$ cat src/pfc_pkg.sv
package pfc_pkg;

  // Framing characters.
  localparam logic [7:0] DLE_BYTE = 8'h10;
  localparam logic [7:0] STX_BYTE = 8'h02;
  localparam logic [7:0] ETX_BYTE = 8'h03;

  // CRC-8 generator polynomial and the top bit used for feedback.
  localparam logic [7:0] CRC_POLY = 8'b0000_0111;
  localparam logic [7:0] CRC_TOP  = 8'h80;

  // Configuration register indexes.
  typedef enum logic [0:0] {
    REG_PACKET_TYPE = 1'b0,
    REG_MAX_LENGTH  = 1'b1
  } reg_index_t;

  // Result status codes.
  typedef enum logic [1:0] {
    STAT_OK          = 2'd0,
    STAT_NO_ROOM     = 2'd1,
    STAT_NO_ROOM_DLE = 2'd2
  } status_t;

  // One queued input beat.
  typedef struct packed {
    logic [7:0] data;
    logic       sop;
    logic       eop;
  } q_item_t;

  // Steps of the framing sequencer. The _DUP steps send the stuffed second DLE.
  typedef enum logic [3:0] {
    ST_IDLE,
    ST_DLE1,
    ST_STX,
    ST_TYPE,
    ST_TYPE_DUP,
    ST_DATA,
    ST_DATA_DUP,
    ST_CRC,
    ST_CRC_DUP,
    ST_DLE2,
    ST_ETX
  } eng_state_t;

  // One byte through the CRC-8, most significant bit first.
  function automatic logic [7:0] crc8_add(input logic [7:0] crc, input logic [7:0] b);
    logic [7:0] c;
    logic       fb;
    c = crc;
    for (int i = 7; i >= 0; i--) begin
      fb = ((c & CRC_TOP) != 8'd0) ^ b[i];
      c  = {c[6:0], 1'b0};
      if (fb) begin
        c = c ^ CRC_POLY;
      end
    end
    return c;
  endfunction

endpackage

$ cat src/dle_stx_packet_framer_crc8.sv
// Channel   Direction  Handshake             Payload
// input     in         in_valid / in_stall   data_byte, start_of_packet, end_of_packet
// output    out        out_valid / out_stall out_byte, run_last, frame_done, status
// config    in         cfg_we (no wait)      cfg_addr, cfg_data
//
// An item leaves the two-entry input queue only while the sequencer is idle,
// and the sequencer then sends its result beats before it takes the next. An
// opening item sends up to six beats, a closing one up to six, and one that
// both opens and closes up to ten.
// The framing sequencer sends at most one beat per cycle, which sets the rate.
// Synchronous active-high reset clears the queue, sequencer and packet state,
// sets packet_type to 0 and max_length to 255.
// in_stall rises only when the queue is full; out_stall holds the result register.
module dle_stx_packet_framer_crc8 (
  input  logic       clk,
  input  logic       rst,
  input  logic       cfg_we,
  input  logic [0:0] cfg_addr,
  input  logic [7:0] cfg_data,
  input  logic       in_valid,
  output logic       in_stall,
  input  logic [7:0] data_byte,
  input  logic       start_of_packet,
  input  logic       end_of_packet,
  output logic       out_valid,
  input  logic       out_stall,
  output logic [7:0] out_byte,
  output logic       run_last,
  output logic       frame_done,
  output logic [1:0] status
);
  import pfc_pkg::*;

  logic [7:0] packet_type;
  logic [7:0] max_length;
  q_item_t    in_item;
  q_item_t    q_item;
  logic       q_valid;
  logic       q_pop;

  // Configuration registers.
  always_ff @(posedge clk) begin
    if (rst) begin
      packet_type <= 8'd0;
      max_length  <= 8'd255;
    end else if (cfg_we) begin
      unique case (reg_index_t'(cfg_addr))
        REG_PACKET_TYPE: packet_type <= cfg_data;
        REG_MAX_LENGTH:  max_length  <= cfg_data;
        default:         packet_type <= packet_type;
      endcase
    end
  end

  // Input beat packed for the queue.
  assign in_item = '{data: data_byte, sop: start_of_packet, eop: end_of_packet};

  pfc_queue u_queue (
    .clk      (clk),
    .rst      (rst),
    .in_valid (in_valid),
    .in_stall (in_stall),
    .in_item  (in_item),
    .q_valid  (q_valid),
    .q_pop    (q_pop),
    .q_item   (q_item)
  );

  pfc_engine u_engine (
    .clk         (clk),
    .rst         (rst),
    .packet_type (packet_type),
    .max_length  (max_length),
    .q_valid     (q_valid),
    .q_pop       (q_pop),
    .q_item      (q_item),
    .out_valid   (out_valid),
    .out_stall   (out_stall),
    .out_byte    (out_byte),
    .run_last    (run_last),
    .frame_done  (frame_done),
    .status      (status)
  );

endmodule

$ cat src/pfc_queue.sv
module pfc_queue (
  input  logic             clk,
  input  logic             rst,
  input  logic             in_valid,
  output logic             in_stall,
  input  pfc_pkg::q_item_t in_item,
  output logic             q_valid,
  input  logic             q_pop,
  output pfc_pkg::q_item_t q_item
);
  import pfc_pkg::*;

  // Two-entry queue between the input side and the framing sequencer.
  q_item_t    entries [2];
  logic       wr_ptr;
  logic       rd_ptr;
  logic [1:0] count;
  logic       push;
  logic       pop;

  // Stall only depends on the fill level, never on the incoming valid.
  assign in_stall = (count == 2'd2);
  assign push     = in_valid && !in_stall;
  assign pop      = q_pop && q_valid;
  assign q_valid  = (count != 2'd0);
  assign q_item   = entries[rd_ptr];

  // Entry storage; the payload needs no reset.
  always_ff @(posedge clk) begin
    if (push) begin
      entries[wr_ptr] <= in_item;
    end
  end

  // Pointers and fill level.
  always_ff @(posedge clk) begin
    if (rst) begin
      wr_ptr <= 1'b0;
      rd_ptr <= 1'b0;
      count  <= 2'd0;
    end else begin
      if (push) begin
        wr_ptr <= ~wr_ptr;
      end
      if (pop) begin
        rd_ptr <= ~rd_ptr;
      end
      case ({push, pop})
        2'b10:   count <= count + 2'd1;
        2'b01:   count <= count - 2'd1;
        default: count <= count;
      endcase
    end
  end

`ifndef ASSERT_OFF
  // A pop never happens on an empty queue.
  assert property (@(posedge clk) disable iff (rst) q_pop |-> q_valid)
    else $error("pop from empty queue");

  // The fill level never exceeds the depth.
  assert property (@(posedge clk) disable iff (rst) count != 2'd3)
    else $error("queue fill level out of range");

  // A push into a non-full queue raises the level unless a pop matches it.
  assert property (@(posedge clk) disable iff (rst)
    (push && !pop) |=> (count == $past(count) + 2'd1))
    else $error("queue level did not follow a push");
`endif

endmodule

$ cat src/pfc_engine.sv
module pfc_engine (
  input  logic             clk,
  input  logic             rst,
  input  logic [7:0]       packet_type,
  input  logic [7:0]       max_length,
  input  logic             q_valid,
  output logic             q_pop,
  input  pfc_pkg::q_item_t q_item,
  output logic             out_valid,
  input  logic             out_stall,
  output logic [7:0]       out_byte,
  output logic             run_last,
  output logic             frame_done,
  output logic [1:0]       status
);
  import pfc_pkg::*;

  eng_state_t state, state_next;

  // Packet state.
  logic [7:0] crc_reg, crc_reg_next;
  logic [7:0] byte_count, byte_count_next;
  logic       in_packet, in_packet_next;
  logic       dropping, dropping_next;

  // Item being framed.
  logic [7:0] cur_data, cur_data_next;
  logic       cur_eop, cur_eop_next;

  // Result register.
  logic       out_valid_next;
  logic [7:0] out_byte_next;
  logic       run_last_next;
  logic       frame_done_next;
  status_t    status_next;

  // Step decode.
  logic       load;
  logic [7:0] step_byte;
  logic       step_stuff;
  logic       step_crc;
  logic       step_dup;
  eng_state_t dup_state;
  eng_state_t follow;
  logic       is_dle;
  logic       room_one;
  logic       room_two;

  // The result register can take a new beat when empty or being taken.
  assign load     = !out_valid || !out_stall;
  assign is_dle   = (step_byte == DLE_BYTE);
  assign room_one = (byte_count < max_length);
  assign room_two = (({1'b0, byte_count} + 9'd1) < {1'b0, max_length});

  // Byte, stuffing and follow-on step for every sequencer state.
  always_comb begin
    step_byte  = DLE_BYTE;
    step_stuff = 1'b0;
    step_crc   = 1'b0;
    step_dup   = 1'b0;
    dup_state  = ST_IDLE;
    follow     = ST_IDLE;
    unique case (state)
      ST_IDLE: begin
        follow = ST_IDLE;
      end
      ST_DLE1: begin
        follow = ST_STX;
      end
      ST_STX: begin
        step_byte = STX_BYTE;
        follow    = ST_TYPE;
      end
      ST_TYPE: begin
        step_byte  = packet_type;
        step_stuff = 1'b1;
        step_crc   = 1'b1;
        dup_state  = ST_TYPE_DUP;
        follow     = ST_DATA;
      end
      ST_TYPE_DUP: begin
        step_dup = 1'b1;
        follow   = ST_DATA;
      end
      ST_DATA: begin
        step_byte  = cur_data;
        step_stuff = 1'b1;
        step_crc   = 1'b1;
        dup_state  = ST_DATA_DUP;
        follow     = cur_eop ? ST_CRC : ST_IDLE;
      end
      ST_DATA_DUP: begin
        step_dup = 1'b1;
        follow   = cur_eop ? ST_CRC : ST_IDLE;
      end
      ST_CRC: begin
        step_byte  = crc_reg;
        step_stuff = 1'b1;
        dup_state  = ST_CRC_DUP;
        follow     = ST_DLE2;
      end
      ST_CRC_DUP: begin
        step_dup = 1'b1;
        follow   = ST_DLE2;
      end
      ST_DLE2: begin
        follow = ST_ETX;
      end
      ST_ETX: begin
        step_byte = ETX_BYTE;
        follow    = ST_IDLE;
      end
      default: begin
        follow = ST_IDLE;
      end
    endcase
  end

  // Next state, packet state and result beat.
  always_comb begin
    state_next      = state;
    crc_reg_next    = crc_reg;
    byte_count_next = byte_count;
    in_packet_next  = in_packet;
    dropping_next   = dropping;
    cur_data_next   = cur_data;
    cur_eop_next    = cur_eop;
    q_pop           = 1'b0;
    out_valid_next  = load ? 1'b0 : out_valid;
    out_byte_next   = out_byte;
    run_last_next   = run_last;
    frame_done_next = frame_done;
    status_next     = status_t'(status);

    if (state == ST_IDLE) begin
      // Take the next item and decide whether it opens, continues or is ignored.
      if (q_valid) begin
        q_pop         = 1'b1;
        cur_data_next = q_item.data;
        cur_eop_next  = q_item.eop;
        if (q_item.sop) begin
          crc_reg_next    = 8'd0;
          byte_count_next = 8'd0;
          in_packet_next  = 1'b1;
          dropping_next   = 1'b0;
          state_next      = ST_DLE1;
        end else if (in_packet && !dropping) begin
          state_next = ST_DATA;
        end else if (q_item.eop) begin
          in_packet_next = 1'b0;
          dropping_next  = 1'b0;
        end
      end
    end else if (load) begin
      out_valid_next  = 1'b1;
      frame_done_next = 1'b0;
      if (step_dup) begin
        // Second copy of a stuffed DLE; room was checked with the first.
        out_byte_next   = DLE_BYTE;
        status_next     = STAT_OK;
        byte_count_next = byte_count + 8'd1;
        state_next      = follow;
      end else if (!room_one) begin
        out_byte_next = 8'd0;
        status_next   = STAT_NO_ROOM;
        dropping_next = 1'b1;
        state_next    = ST_IDLE;
      end else if (step_stuff && is_dle && !room_two) begin
        out_byte_next = 8'd0;
        status_next   = STAT_NO_ROOM_DLE;
        dropping_next = 1'b1;
        state_next    = ST_IDLE;
      end else begin
        out_byte_next   = step_byte;
        status_next     = STAT_OK;
        frame_done_next = (state == ST_ETX);
        byte_count_next = byte_count + 8'd1;
        if (step_crc) begin
          crc_reg_next = crc8_add(crc_reg, step_byte);
        end
        state_next = (step_stuff && is_dle) ? dup_state : follow;
      end
      // The item ends here; an end flag closes the packet, dropped or not.
      run_last_next = (state_next == ST_IDLE);
      if (state_next == ST_IDLE && cur_eop) begin
        in_packet_next = 1'b0;
        dropping_next  = 1'b0;
      end
    end
  end

  // Sequencer state register.
  always_ff @(posedge clk) begin
    if (rst) begin
      state <= ST_IDLE;
    end else begin
      state <= state_next;
    end
  end

  // Packet control state.
  always_ff @(posedge clk) begin
    if (rst) begin
      crc_reg    <= 8'd0;
      byte_count <= 8'd0;
      in_packet  <= 1'b0;
      dropping   <= 1'b0;
      out_valid  <= 1'b0;
    end else begin
      crc_reg    <= crc_reg_next;
      byte_count <= byte_count_next;
      in_packet  <= in_packet_next;
      dropping   <= dropping_next;
      out_valid  <= out_valid_next;
    end
  end

  // Item and result payload.
  always_ff @(posedge clk) begin
    cur_data   <= cur_data_next;
    cur_eop    <= cur_eop_next;
    out_byte   <= out_byte_next;
    run_last   <= run_last_next;
    frame_done <= frame_done_next;
    status     <= status_next;
  end

`ifndef ASSERT_OFF
  // An error beat carries a zero byte and ends its item.
  assert property (@(posedge clk) disable iff (rst)
    (out_valid && status != STAT_OK) |-> (out_byte == 8'd0 && run_last && !frame_done))
    else $error("malformed error beat");

  // The closing beat is an ETX that ends its item without error.
  assert property (@(posedge clk) disable iff (rst)
    (out_valid && frame_done) |-> (out_byte == ETX_BYTE && run_last && status == STAT_OK))
    else $error("malformed closing beat");

  // While a packet is being framed it is open and not being dropped.
  assert property (@(posedge clk) disable iff (rst)
    (state != ST_IDLE) |-> (in_packet && !dropping))
    else $error("framing outside an open packet");

  // A new item is only taken while the sequencer is idle.
  assert property (@(posedge clk) disable iff (rst)
    q_pop |-> (state == ST_IDLE && q_valid))
    else $error("item taken while busy");

  // A stuffed copy always follows a DLE that was just sent.
  assert property (@(posedge clk) disable iff (rst)
    (state == ST_TYPE_DUP || state == ST_DATA_DUP || state == ST_CRC_DUP)
      |-> (out_valid && out_byte == DLE_BYTE))
    else $error("stuffing step without a preceding DLE");
`endif

endmodule

$ cat config.mk
export PLATFORM = sky130hd
export DESIGN_NAME = dle_stx_packet_framer_crc8
export DESIGN_NICKNAME = d
export VERILOG_FILES = /design/src/pfc_pkg.sv /design/src/dle_stx_packet_framer_crc8.sv /design/src/pfc_queue.sv /design/src/pfc_engine.sv
export SDC_FILE = /design/constraint.sdc
export NUM_CORES = 1
export LEC_CHECK = 0
export ABC_AREA = 1
export BUFFER_PORTS_ARGS = -buffer_cell sky130_fd_sc_hd__buf_2
export CORE_ASPECT_RATIO = 0.5
export CORE_MARGIN = 2
export CORE_UTILIZATION = 42
export CTS_CLUSTER_DIAMETER = 200
export DETAILED_ROUTE_END_ITERATION = 10
export PLACE_DENSITY = 0.57
export SYNTH_ARGS = -nofsm -noshare
export SYNTH_HDL_FRONTEND = slang
export SYNTH_HIERARCHICAL = 1
export SYNTH_SLANG_ARGS = --single-unit
$ cat constraint.sdc
create_clock -name clk -period 5.04 [get_ports clk]
set_input_delay 0.504 -clock clk [delete_from_list [all_inputs] [get_ports clk]]
set_output_delay 0.504 -clock clk [all_outputs]
set_load 0.005 [all_outputs]
# Word level (Yosys, flattened, before mapping)
# Memories as Yosys holds them, arrays and structs flattened. A register that Yosys moved wholly into a read port is not among the register bits.
# Index checks and enable logic that the tools add are counted.
[word_totals]
regBits = 64
mem_bits_rw = 20
input_bits = 24
output_inout_bits = 14
wordCells = 219
n_memories = 1
[op_classes]
n_addsub = 4
n_lt_le_gt_ge = 2
n_eq_ne = 24
n_mux = 110
bitwise_logic = 21
n_reduce_logical = 38
[mem_list]
columns = ["name", "words", "word_bits", "read_ports", "rd_clocked_by_memory_dff", "write_ports", "line_no", "source"]
rows = [
  ["u_queue.entries", 2, 10, 1, 1, 1, "pfc_queue.sv:14", "q_item_t entries [2];"],
]
[ops]
columns = ["cell", "count"]
rows = [
  ["2-to-1 mux 8 bit", 55],
  ["2-to-1 mux 4 bit", 11],
  ["one-hot mux 8 bit (5 select lines)", 1],
  ["2-to-1 mux 1 bit", 28],
  ["2-to-1 mux 3 bit", 9],
  ["inverter 3 bit", 8],
  ["one-hot mux 4 bit (6 select lines)", 1],
  ["equality test 4 x 3 -> 1 bit (second input constant)", 4],
  ["equality test 4 bit (second input constant)", 3],
  ["one-hot mux 4 bit (3 select lines)", 1],
  ["nonzero test 2 bit", 6],
  ["2-to-1 mux 5 bit", 2],
  ["AND reduction 5 bit", 2],
  ["OR reduction 2 bit", 5],
  ["adder 8 x 1 -> 9 bit (second input constant)", 1],
  ["< comparator 9 x 8 -> 1 bit", 1],
  ["!= test 3 bit (second input constant)", 3],
  ["OR reduction 3 bit", 3],
  ["adder 8 x 1 -> 8 bit (second input constant)", 1],
  ["equality test 4 x 2 -> 1 bit (second input constant)", 2],
  ["equality test 8 x 5 -> 1 bit (second input constant)", 1],
  ["logical NOT 4 bit", 2],
  ["< comparator 8 bit", 1],
  ["AND reduction 2 bit", 4],
  ["21 further kinds", 44],
]

# Longest topological paths before layout
# Gate-level depths: netlist of run 1.
[logic_depth]
depth_word = 66
ltp_mapped = 23

# By module
# Netlist of run 1, hierarchy kept.
[by_module_without_submodules]
columns = ["mod", "n_inst", "cells_per_inst", "area_each_um2", "seq_area_each_um2"]
rows = [
  ["pfc_engine", 1, 394, 3020.4, 1091.0],
  ["pfc_queue", 1, 71, 1006.0, 700.7],
  ["dle_stx_packet_framer_crc8", 1, 88, 625.6, 320.3],
]

# Worst setup path before layout of run 1
# Ideal clock, no wire load.
[synth_path]
kind = "flip-flop to flip-flop"
startpoint = "reg u_engine.byte_count[0]"
endpoint = "reg u_engine.crc_reg[5]"
setup_time_ns = 0.068
arrival_ns = 2.535
required_ns = 4.972
slack_ns = 2.438
stages_incl_launch_ff = 20
n_path_buf = 0
cell_sequence = "dfxtp_1 inv_1 nor3_1 nand3_1 nor2_1 nand2_1 xor2_1 inv_1 ha_1 inv_1 o211ai_1 nor2_1 nand2_1 nand3_4 nand3_4 o21ai_2 nand2_4 nor2_8 nand3_2 a21oi_2"
[synth_via]
elab_chain_len = 6
elab_cells_between_ends = 8
[synth_rtl]
columns = ["element", "line_no", "source"]
rows = [
  ["from (decl)", "pfc_engine.sv:22", "logic [7:0] byte_count, byte_count_next;"],
  ["from (signal assigned)", "pfc_engine.sv:211", "byte_count <= byte_count_next;"],
  ["adder 8 x 1 -> 9 bit", "pfc_engine.sv:53", "assign room_two = (({1'b0, byte_count} + 9'd1) < {1'b0, max_length});"],
  ["< comparator 9 x 8 -> 1 bit", "pfc_engine.sv:53", ""],
  ["logical NOT 1 bit", "pfc_engine.sv:168", "end else if (step_stuff && is_dle && !room_two) begin"],
  ["logical AND 1 bit", "pfc_engine.sv:168", ""],
  ["!= test 2 x 1 -> 1 bit (no line)", "--", ""],
  ["AND reduction 7 bit (no line) *", "--", ""],
  ["to (signal assigned)", "pfc_engine.sv:210", "crc_reg <= crc_reg_next;"],
  ["to (decl)", "pfc_engine.sv:21", "logic [7:0] crc_reg, crc_reg_next;"],
]
# Every way passes the cells marked *; elsewhere a longest branch is shown, timed or not.
# A chain may end at the register's enable or synchronous reset.

# Worst setup path after layout of run 1
[layout_path]
startpoint = "reg u_engine.byte_count[0]"
endpoint = "reg u_engine.crc_reg[3]"
# Same word-level chain as after synthesis.

==> results.toml, run 1 <==
[global_route]
met2_usage_pct = 27.26
grt_pass1_vias = 3409
antenna_found_initial = 0
grt_pass1_wl_um = 16760
track_usage_pct = 17.95
grt_max_degree = 24
grt.busiest_layer = "met2"
grtUsageMet3_pct = 4.914
grt_util_met1_pct = 25.27
overflow = 0

[run]
max_cap_viol_count = 0

[synth]
synth.top_cell.area_share_pct = 26.47
netlist_top_cells_count = "nand2_1, inv_1, nor2_1"
synth_top_area_cell = "edfxtp_1"
yosysSeqAreaShare_pct = 45.40
async_flop_share_pct = 0
yosys_warnings = 6
avgSynthCellArea_um2 = 8.412
netlist-cell-type-count = 42
synth_area_leaders = "edfxtp_1, dfxtp_1, nand2_1, inv_1, nor2_1"
synth_cells = 553
synth_nets = 593
synth.most_common_cell = "nand2_1"
synth_edf_count = 41
syn-cell-area_um2 = 4652
synth_seq_cells = 85
synth_top_flop_cell = "dfxtp_1"

[clock_network]
clock_path_buffers = 2
cts.sinks = 85
ctsResizeCount = 0
clock_latency_ns = 0.35
cts_tree = "yes"
hold_buffers = 0
cts_htree_levels = 3
clock-root-buffer = "clkbuf_16"
cts_buffers = 9
post_cts_buffers = 0
clkSlewWorstSetupHoldPaths_ns = 0.07

[setup_path]
crit_start = "u_engine/byte_count[0]"
rr_startpoint = "u_engine/byte_count[0]"
crit_arrival_ns = 3.29
startpoint_type = "flop"
critical-path-top-delay-family = "simple AND/OR/NAND/NOR gates"
critical_path_buf_inv_count = 3
cp.required_ns = 5.32
cpPeakStageDelay_ns = 0.37
critPathKind = "reg -> reg"
end_kind = "flop"
cpMaxStageDelayCell = "dfxtp_1"
worstPathCellList = "inv_1, nor3_1, nand3_1, nor2_1, nand2_1, xor2_1, inv_1, ha_1, inv_1, o211ai_1, nor2_1, nand2_1, nand3_4, nand3_4, o21ai_2, nand2_4, nor2_8, nand2_1, a21oi_1"
crit_fanout = 10

[layout]
n_antenna_cell = 0
top_register = "u_queue/entries"
post-route-util_pct = 48.52
fill_cells = 1053
nets = 633
syn_to_final_growth_pct = 13.45
largest_reg_flops = 20
drive_gt1_share_pct = 20.23

[place]
post-place-ws_ns = 2.042
hpwlAfterDp_um = 7398
port_buffers = 37
gp_congestion = 0.8528

[sta]
post-route-min-period_ns = 3.012
setup_tns_ns = 0
fin_ws_ns = 2.028
skew_ns = 0.009033
rsz0062_at_grt = "false"
setup_viol = 0
maxSlewViolCount = 0
slew-limit-headroom_pct = 33.67
tightest_slew_ns = 0.9913
max_freq_ghz = 0.3320
hold_viol_final = 0
period_share_pct = 59.76

[route]
vias = 3554
wl_per_cell_um = 13.23
drc = 0
dr.pass1.iters = 4
drt_iter0_markers = 245
ant_nets = 0
wl_um = 9827
via_per_inst = 4.783

[die]
fp.dieW_um = 152.8
rows = 27
ios = 38
die_h_um = 78.42
initial_utilization_pct = 42.77
die_area_um2 = 11990
core_area_um2 = 10880

[min_path]
hp-class = "in -> reg"
hp-start = "data_byte[1]"

[power]
p_leak_uw = 0.002458
max-vdd-ir-drop_v = 0.0001711
power_density_nw_per_um2 = 526.7

[outcome]
outcome = "finished, final reports clean"
cell usage in the layout, fill, tap and decap left out, types with 2 or more instances in the layout:
master	count
a211oi_1	6
a211oi_2	2
a21oi_1	27
a21oi_2	2
buf_2	37
clkbuf_16	9
clkinv_4	2
dfxtp_1	44
edfxtp_1	41
ha_1	16
inv_1	68
inv_2	16
inv_8	2
mux2_1	10
nand2_1	113
nand2_2	10
nand2_4	3
nand3_1	46
nand3_2	4
nand3_4	2
nand4_1	3
nor2_1	65
nor2_2	12
nor2_4	8
nor3_1	2
o211ai_1	2
o21ai_0	4
o21ai_1	4
o21ai_2	2
or2_2	2
xnor2_1	6
xor2_1	14
cell type report:
type                            count  area [µm²]  share of cell area [%]
Clock buffer                       10       239.0                   4.528
Clock inverter                      6       77.57                   1.470
Inverter                           85       324.1                   6.140
Multi-Input combinational cell    374        2151                   40.75
Sequential cell                    85        2112                   40.02
Tap cell                          145       181.4                   3.438
Timing Repair Buffer               38       192.7                   3.651
cell families after synthesis:
| group | after synthesis | share of synthesized area [%] |
|---|---|---|
| compound gates | 53 | 6.966 |
| xor+xnor | 21 | 4.115 |
| fa+ha+maj | 16 | 4.303 |
| buf+inv | 94 | 8.364 |
| flops | 85 | 45.40 |
| mux | 10 | 2.421 |
| simple gates | 274 | 28.43 |
stage by stage:
stage	total power, µW	std cells	area, µm²	hold WS [ns]
6_report	2780	743	5278	0.3413
5_1_grt	2987	743	5278	0.3346
4_1_cts	2803	743	5278	0.3307
3_5_place_dp	2095	727	4961	0.4607
3_3_place_gp	2086	727	4961	0.4534
2_1_floorplan	1840	553	4652	0.4420
power by group:
part	total, µW	internal (µW)	switching (µW)
Sequential	1040	929	114
Clock	699	407	291
Combinational	1040	358	680
worst paths after layout:
path              cells after the start  slack [ns]                    end
setup / recovery                     19        2.03    u_engine/crc_reg[3]
hold / removal                        1        0.34  u_queue/entries[0][3]
setup reg to reg                     19        2.03    u_engine/crc_reg[3]
hold reg to reg                       2        0.47     u_engine/in_packet
worst register-to-register path, delay by kind of cell, from the launching register on:
kind            cells  cell delay [ns]
flops               1             0.37
xor+xnor            1             0.13
simple gates       11             1.55
compound gates      3             0.41
buf+inv             3             0.24
fa+ha+maj           1             0.29
per-layer routing:
metal	share of wire, %	up-vias
li1	-	1869
met2	42	47
met4	1.2	0
met1	54	1628
met3	2.9	10
met5	0	-
Power figures use the tool's default switching activity.
==> run 2: changes to the inputs <==
--- a/config.mk
+++ b/config.mk
@@ -12,7 +12,7 @@
 export CORE_UTILIZATION = 42
 export CTS_CLUSTER_DIAMETER = 200
 export DETAILED_ROUTE_END_ITERATION = 10
-export PLACE_DENSITY = 0.57
+export PLACE_DENSITY = 0.6
 export SYNTH_ARGS = -nofsm -noshare
 export SYNTH_HDL_FRONTEND = slang
 export SYNTH_HIERARCHICAL = 1
==> constraint.sdc (replaced) <==
create_clock -name clk -period 2.6 [get_ports clk]
set_input_delay 0.26 -clock clk [delete_from_list [all_inputs] [get_ports clk]]
set_output_delay 0.26 -clock clk [all_outputs]
set_load 0.005 [all_outputs]
==> results.toml, run 2 (synthesis results as in run 1) <==
[outcome]
outcome = "finished, violations left"
violations = "negative setup slack"

[min_path]
hp-class = "in -> reg"
hp-start = "data_byte[3]"
min_path_cells = 1
holdPathEnd = "u_queue/entries[0][5]"

[setup_path]
rr_startpoint = "u_engine/byte_count[1]"
cp.required_ns = 2.78
critPathKind = "reg -> reg"
reg2reg_to = "u_engine/run_last"
crit_start = "u_engine/byte_count[1]"
rrSetupSlack_ns = -0.16
worstRegToRegCells = 20
startpoint_type = "flop"
end_kind = "flop"
crit_fanout = 5
crit_arrival_ns = 2.94

[power]
power.clock.fraction_pct = 22.8
max-vdd-ir-drop_v = 0.0003567
power_density_nw_per_um2 = 1031
finalPower_uw = 5990
combPwrFrac_pct = 43.6
p_sw_share_pct = 39.32
p_int_uw = 3635
p_leak_uw = 0.002684
power_frac_seq_pct = 33.6
p_sw_uw = 2355

[clock_network]
cts_buffers = 9
cts.sinks = 85
cts_tree = "yes"
cts_htree_levels = 3
clock_latency_ns = 0.35
clkSlewWorstSetupHoldPaths_ns = 0.07
clock_path_buffers = 2
clock-root-buffer = "clkbuf_16"

[sta]
tightest_slew_ns = 0.4642
max_freq_ghz = 0.3622
skew_ns = 0.009912
hold_viol_final = 0
rsz0062_at_grt = "true"
post-route-min-period_ns = 2.761
period_share_pct = 106.2
maxSlewViolCount = 0
setup_viol = 19
whs_ns = 0.09652
fin_ws_ns = -0.1611
slew-limit-headroom_pct = 69.02

[die]
fp.dieW_um = 152.8
die_area_um2 = 11990
initial_utilization_pct = 42.77
rows = 27
core_area_um2 = 10880
ios = 38
die_h_um = 78.42

[run]
max_cap_viol_count = 0

[layout]
nets = 669
fill_cells = 1012
final_cell_mix = "nand2_1, inv_1, nor2_1, nand3_1"
syn_to_final_growth_pct = 24.88
drive_gt1_share_pct = 31.86
multi_input_area_um2 = 2361
largest_reg_flops = 20
register_area_um2 = 2121
top_register = "u_queue/entries"
final_common_cell = "nand2_1"
n_antenna_cell = 0

[route]
via_per_inst = 4.761
drt_iter0_markers = 225
dr.pass1.iters = 4
drc = 0
vias = 3709
ant_nets = 0
wl_per_cell_um = 13.15
wl_um = 10240

[global_route]
grt_max_degree = 23
overflow = 0
antenna_found_initial = 0
track_usage_pct = 18.33
grt_pass1_wl_um = 17460
grt_pass1_vias = 3638

[place]
post-place-ws_ns = -0.2701
port_buffers = 37
hpwlAfterDp_um = 7394
gp_congestion = 0.8606
==> run 2: cell count changes in the layout (fill, tap and decap cells not counted), sizes merged <==
cell,previous run,this run
clkbuf,10,9
buf,38,74
clkinvlp,1,0
inv,87,89
==> run 2: cell type report <==
cell class | count | area share, %
Multi-Input combinational cell | 374 | 40.64
Sequential cell | 85 | 36.51
Clock inverter | 7 | 1.680
Timing Repair Buffer | 74 | 8.507
Clock buffer | 9 | 3.877
Inverter | 85 | 5.664
Tap cell | 145 | 3.123
==> run 2: critical path: stages (launching register included) <==
cell and delay [ns]:
dfxtp_2 0.36, ha_4 0.16, nand2_4 0.05, nor2_4 0.10, nand2_2 0.06, nor2_2 0.10, xor2_1 0.21, inv_2 0.08
ha_4 0.28, nand2_2 0.06, inv_2 0.04, nand3_2 0.07, nand3b_1 0.18, nand2_2 0.10, nand3_4 0.12, nand3_4 0.15
nor2_4 0.05, nor2_4 0.13, buf_6 0.11, inv_2 0.03, nor3_4 0.16
==> run 2: worst max-delay path by stage <==
stage / slack, ns / to / depth (start not counted)
finish: -0.16 / u_engine/run_last / 20
floorplan: 0.01 / u_engine/crc_reg[5] / 19
CTS: -0.19 / u_engine/crc_reg[3] / 20
global route: -0.35 / u_engine/crc_reg[6] / 19
global placement: -0.14 / u_engine/crc_reg[5] / 19
detailed placement: -0.27 / u_engine/crc_reg[3] / 19
==> run 2: power groups by stage <==
stage	sequential, µW	clock (µW)	combinational, µW
finish	2010	1360	2610
global placement	2000	0	2230
global route	2050	1470	2920
CTS	1990	1400	2410
floorplan	1980	0	1590
detailed placement	2010	0	2250
==> run 2: timing repair <==
item                       4_1_cts  5_1_grt
resized for setup               15       48
hold endpoints to repair         0        0
setup buffers                   13        4
hold buffers                     0        0
pin swaps                       16       24
setup endpoints to repair       30       31
==> run 2: metrics by stage <==
stage | area [µm²] | TNS (ns) | cells | util (%)
floorplan | 4657 | 0 | 553 | -
global placement | 5136 | -1.679 | 748 | 47.22
detailed placement | 5136 | -3.811 | 748 | 47.22
CTS | 5622 | -2.833 | 777 | 51.68
global route | 5809 | -7.495 | 779 | 53.40
finish | 5809 | -1.827 | 779 | 53.40
==> run 2: layer usage <==
layer	vias to the layer above	GRT usage [%]	share of wire, %
li1	1941	-	-
met1	1694	25.63	51
met2	64	28.48	43
met3	10	4.804	5.3
met4	0	4.537	1.1
met5	-	0	0
==> run 3: changes to the inputs <==
--- a/config.mk
+++ b/config.mk
@@ -10,6 +10,7 @@
 export CORE_ASPECT_RATIO = 0.5
 export CORE_MARGIN = 2
 export CORE_UTILIZATION = 42
+export CTS_BUF_LIST = sky130_fd_sc_hd__clkbuf_8
 export CTS_CLUSTER_DIAMETER = 200
 export DETAILED_ROUTE_END_ITERATION = 10
 export PLACE_DENSITY = 0.6
==> results.toml, run 3 (synthesis results as in run 1) <==
[global_route]
grt_max_degree = 23
overflow = 0
grt_pass1_wl_um = 17420
antenna_found_initial = 0
grt_pass1_vias = 3654
track_usage_pct = 18.20

[setup_path]
worstRegToRegCells = 20
reg2reg_to = "u_engine/run_last"
rr_startpoint = "u_engine/byte_count[1]"
cpPeakStageDelay_ns = 0.37
cp.required_ns = 2.80
critPathKind = "reg -> reg"
rrSetupSlack_ns = -0.17
worstPathCellList = "ha_4, nand2_4, nor2_4, nand2_2, nor2_2, xor2_1, inv_2, ha_4, nand2_2, inv_2, nand3_2, nand3b_1, nand2_2, nand3_4, nand3_4, nor2_4, nor2_4, buf_6, inv_2, nor3_4"
cpMaxStageDelayCell = "dfxtp_2"
end_kind = "flop"
crit_arrival_ns = 2.97
critical_path_buf_inv_count = 4
crit_fanout = 5
startpoint_type = "flop"
critical-path-top-delay-family = "simple AND/OR/NAND/NOR gates"

[power]
power_frac_seq_pct = 35.6
combPwrFrac_pct = 46.2
power.clock.fraction_pct = 18.2
finalPower_uw = 5635
p_int_uw = 3329
p_sw_share_pct = 40.93
p_leak_uw = 0.002633
p_sw_uw = 2306
max-vdd-ir-drop_v = 0.0003515
power_density_nw_per_um2 = 989.1

[die]
fp.dieW_um = 152.8
core_area_um2 = 10880
die_area_um2 = 11990
die_h_um = 78.42
ios = 38
rows = 27
initial_utilization_pct = 42.77

[sta]
slew-limit-headroom_pct = 68.99
period_share_pct = 106.5
skew_ns = 0.01579
post-route-min-period_ns = 2.768
setup_viol = 19
fin_ws_ns = -0.1682
setup_tns_ns = -1.994
max_freq_ghz = 0.3612
tightest_slew_ns = 0.4647
maxSlewViolCount = 0
hold_viol_final = 0
rsz0062_at_grt = "true"

[layout]
final_common_cell = "nand2_1"
final_cell_mix = "nand2_1, inv_1, nor2_1, nand3_1"
fill_cells = 1030
final_cell_area_um2 = 5697
multi_input_area_um2 = 2357
syn_to_final_growth_pct = 22.46
drive_gt1_share_pct = 31.60
nets = 668
register_area_um2 = 2121
n_antenna_cell = 0
top_register = "u_queue/entries"
largest_reg_flops = 20

[route]
drt_iter0_markers = 205
vias = 3684
wl_per_cell_um = 13.00
via_per_inst = 4.735
dr.pass1.iters = 6
wl_um = 10120
drc = 0
ant_nets = 0

[clock_network]
cts.sinks = 85
cts_htree_levels = 3
cts_buffers = 9
cts_tree = "yes"
clock_path_buffers = 2
clock-root-buffer = "clkbuf_8"
clkSlewWorstSetupHoldPaths_ns = 0.10
clock_latency_ns = 0.37

[place]
gp_congestion = 0.8606
placed_area_um2 = 5136
port_buffers = 37
hpwlAfterDp_um = 7394

[min_path]
hp-start = "data_byte[3]"
hp-class = "in -> reg"
holdPathEnd = "u_queue/entries[0][5]"
min_path_cells = 1

[run]
max_cap_viol_count = 0

[outcome]
violations = "negative setup slack"
outcome = "finished, violations left"
==> run 3: worst max path at each step <==
stage	from	end	slack, ns	cells past startpoint
final	u_engine/byte_count[1]	u_engine/run_last	-0.17	20
after global routing	u_engine/byte_count[1]	u_engine/crc_reg[3]	-0.35	19
after CTS	u_engine/byte_count[1]	u_engine/crc_reg[3]	-0.21	20
after detailed placement	u_engine/byte_count[0]	u_engine/crc_reg[3]	-0.27	19
after floorplan	u_engine/byte_count[0]	u_engine/crc_reg[5]	0.01	19
after global placement	u_engine/byte_count[1]	u_engine/crc_reg[5]	-0.14	19
==> run 3: metal layers <==
metal | GRT usage [%] | vias to the layer above | routed length (µm)
li1 | - | 1938 | -
met1 | 25.43 | 1683 | 5256
met2 | 28.57 | 53 | 4324
met3 | 4.528 | 10 | 446
met4 | 4.352 | 0 | 89
met5 | 0 | - | 0
==> run 3: final cells by class <==
type                            count  area share (%)
Multi-Input combinational cell    374           41.38
Sequential cell                    85           37.23
Timing Repair Buffer               73           8.544
Inverter                           85           5.776
Tap cell                          145           3.185
Clock buffer                        9           2.174
Clock inverter                      7           1.713
==> run 3: stage by stage <==
step	utilization, %	hold slack, ns	std cells	setup slack (ns)
floorplan	-	0.3589	553	0.01479
global placement	47.22	0.4500	748	-0.1393
detailed placement	47.22	0.4511	748	-0.2701
CTS	50.69	0.04897	776	-0.2080
global route	52.37	0.04403	778	-0.3527
finish	52.37	0.07209	778	-0.1682
==> run 3: power groups by stage <==
stage	combinational, µW	sequential, µW	clock (µW)
floorplan	1590	1980	0
global placement	2230	2000	0
detailed placement	2250	2010	0
CTS	2410	1990	1060
global route	2910	2050	1120
finish	2600	2010	1020
==> run 3: timing repair <==
item	CTS	global route
hold buffers	0	0
buffers inserted	12	3
resized for setup	16	46
pin swaps	16	25
hold endpoints to repair	0	0
endpoints found under the setup margin	30	31
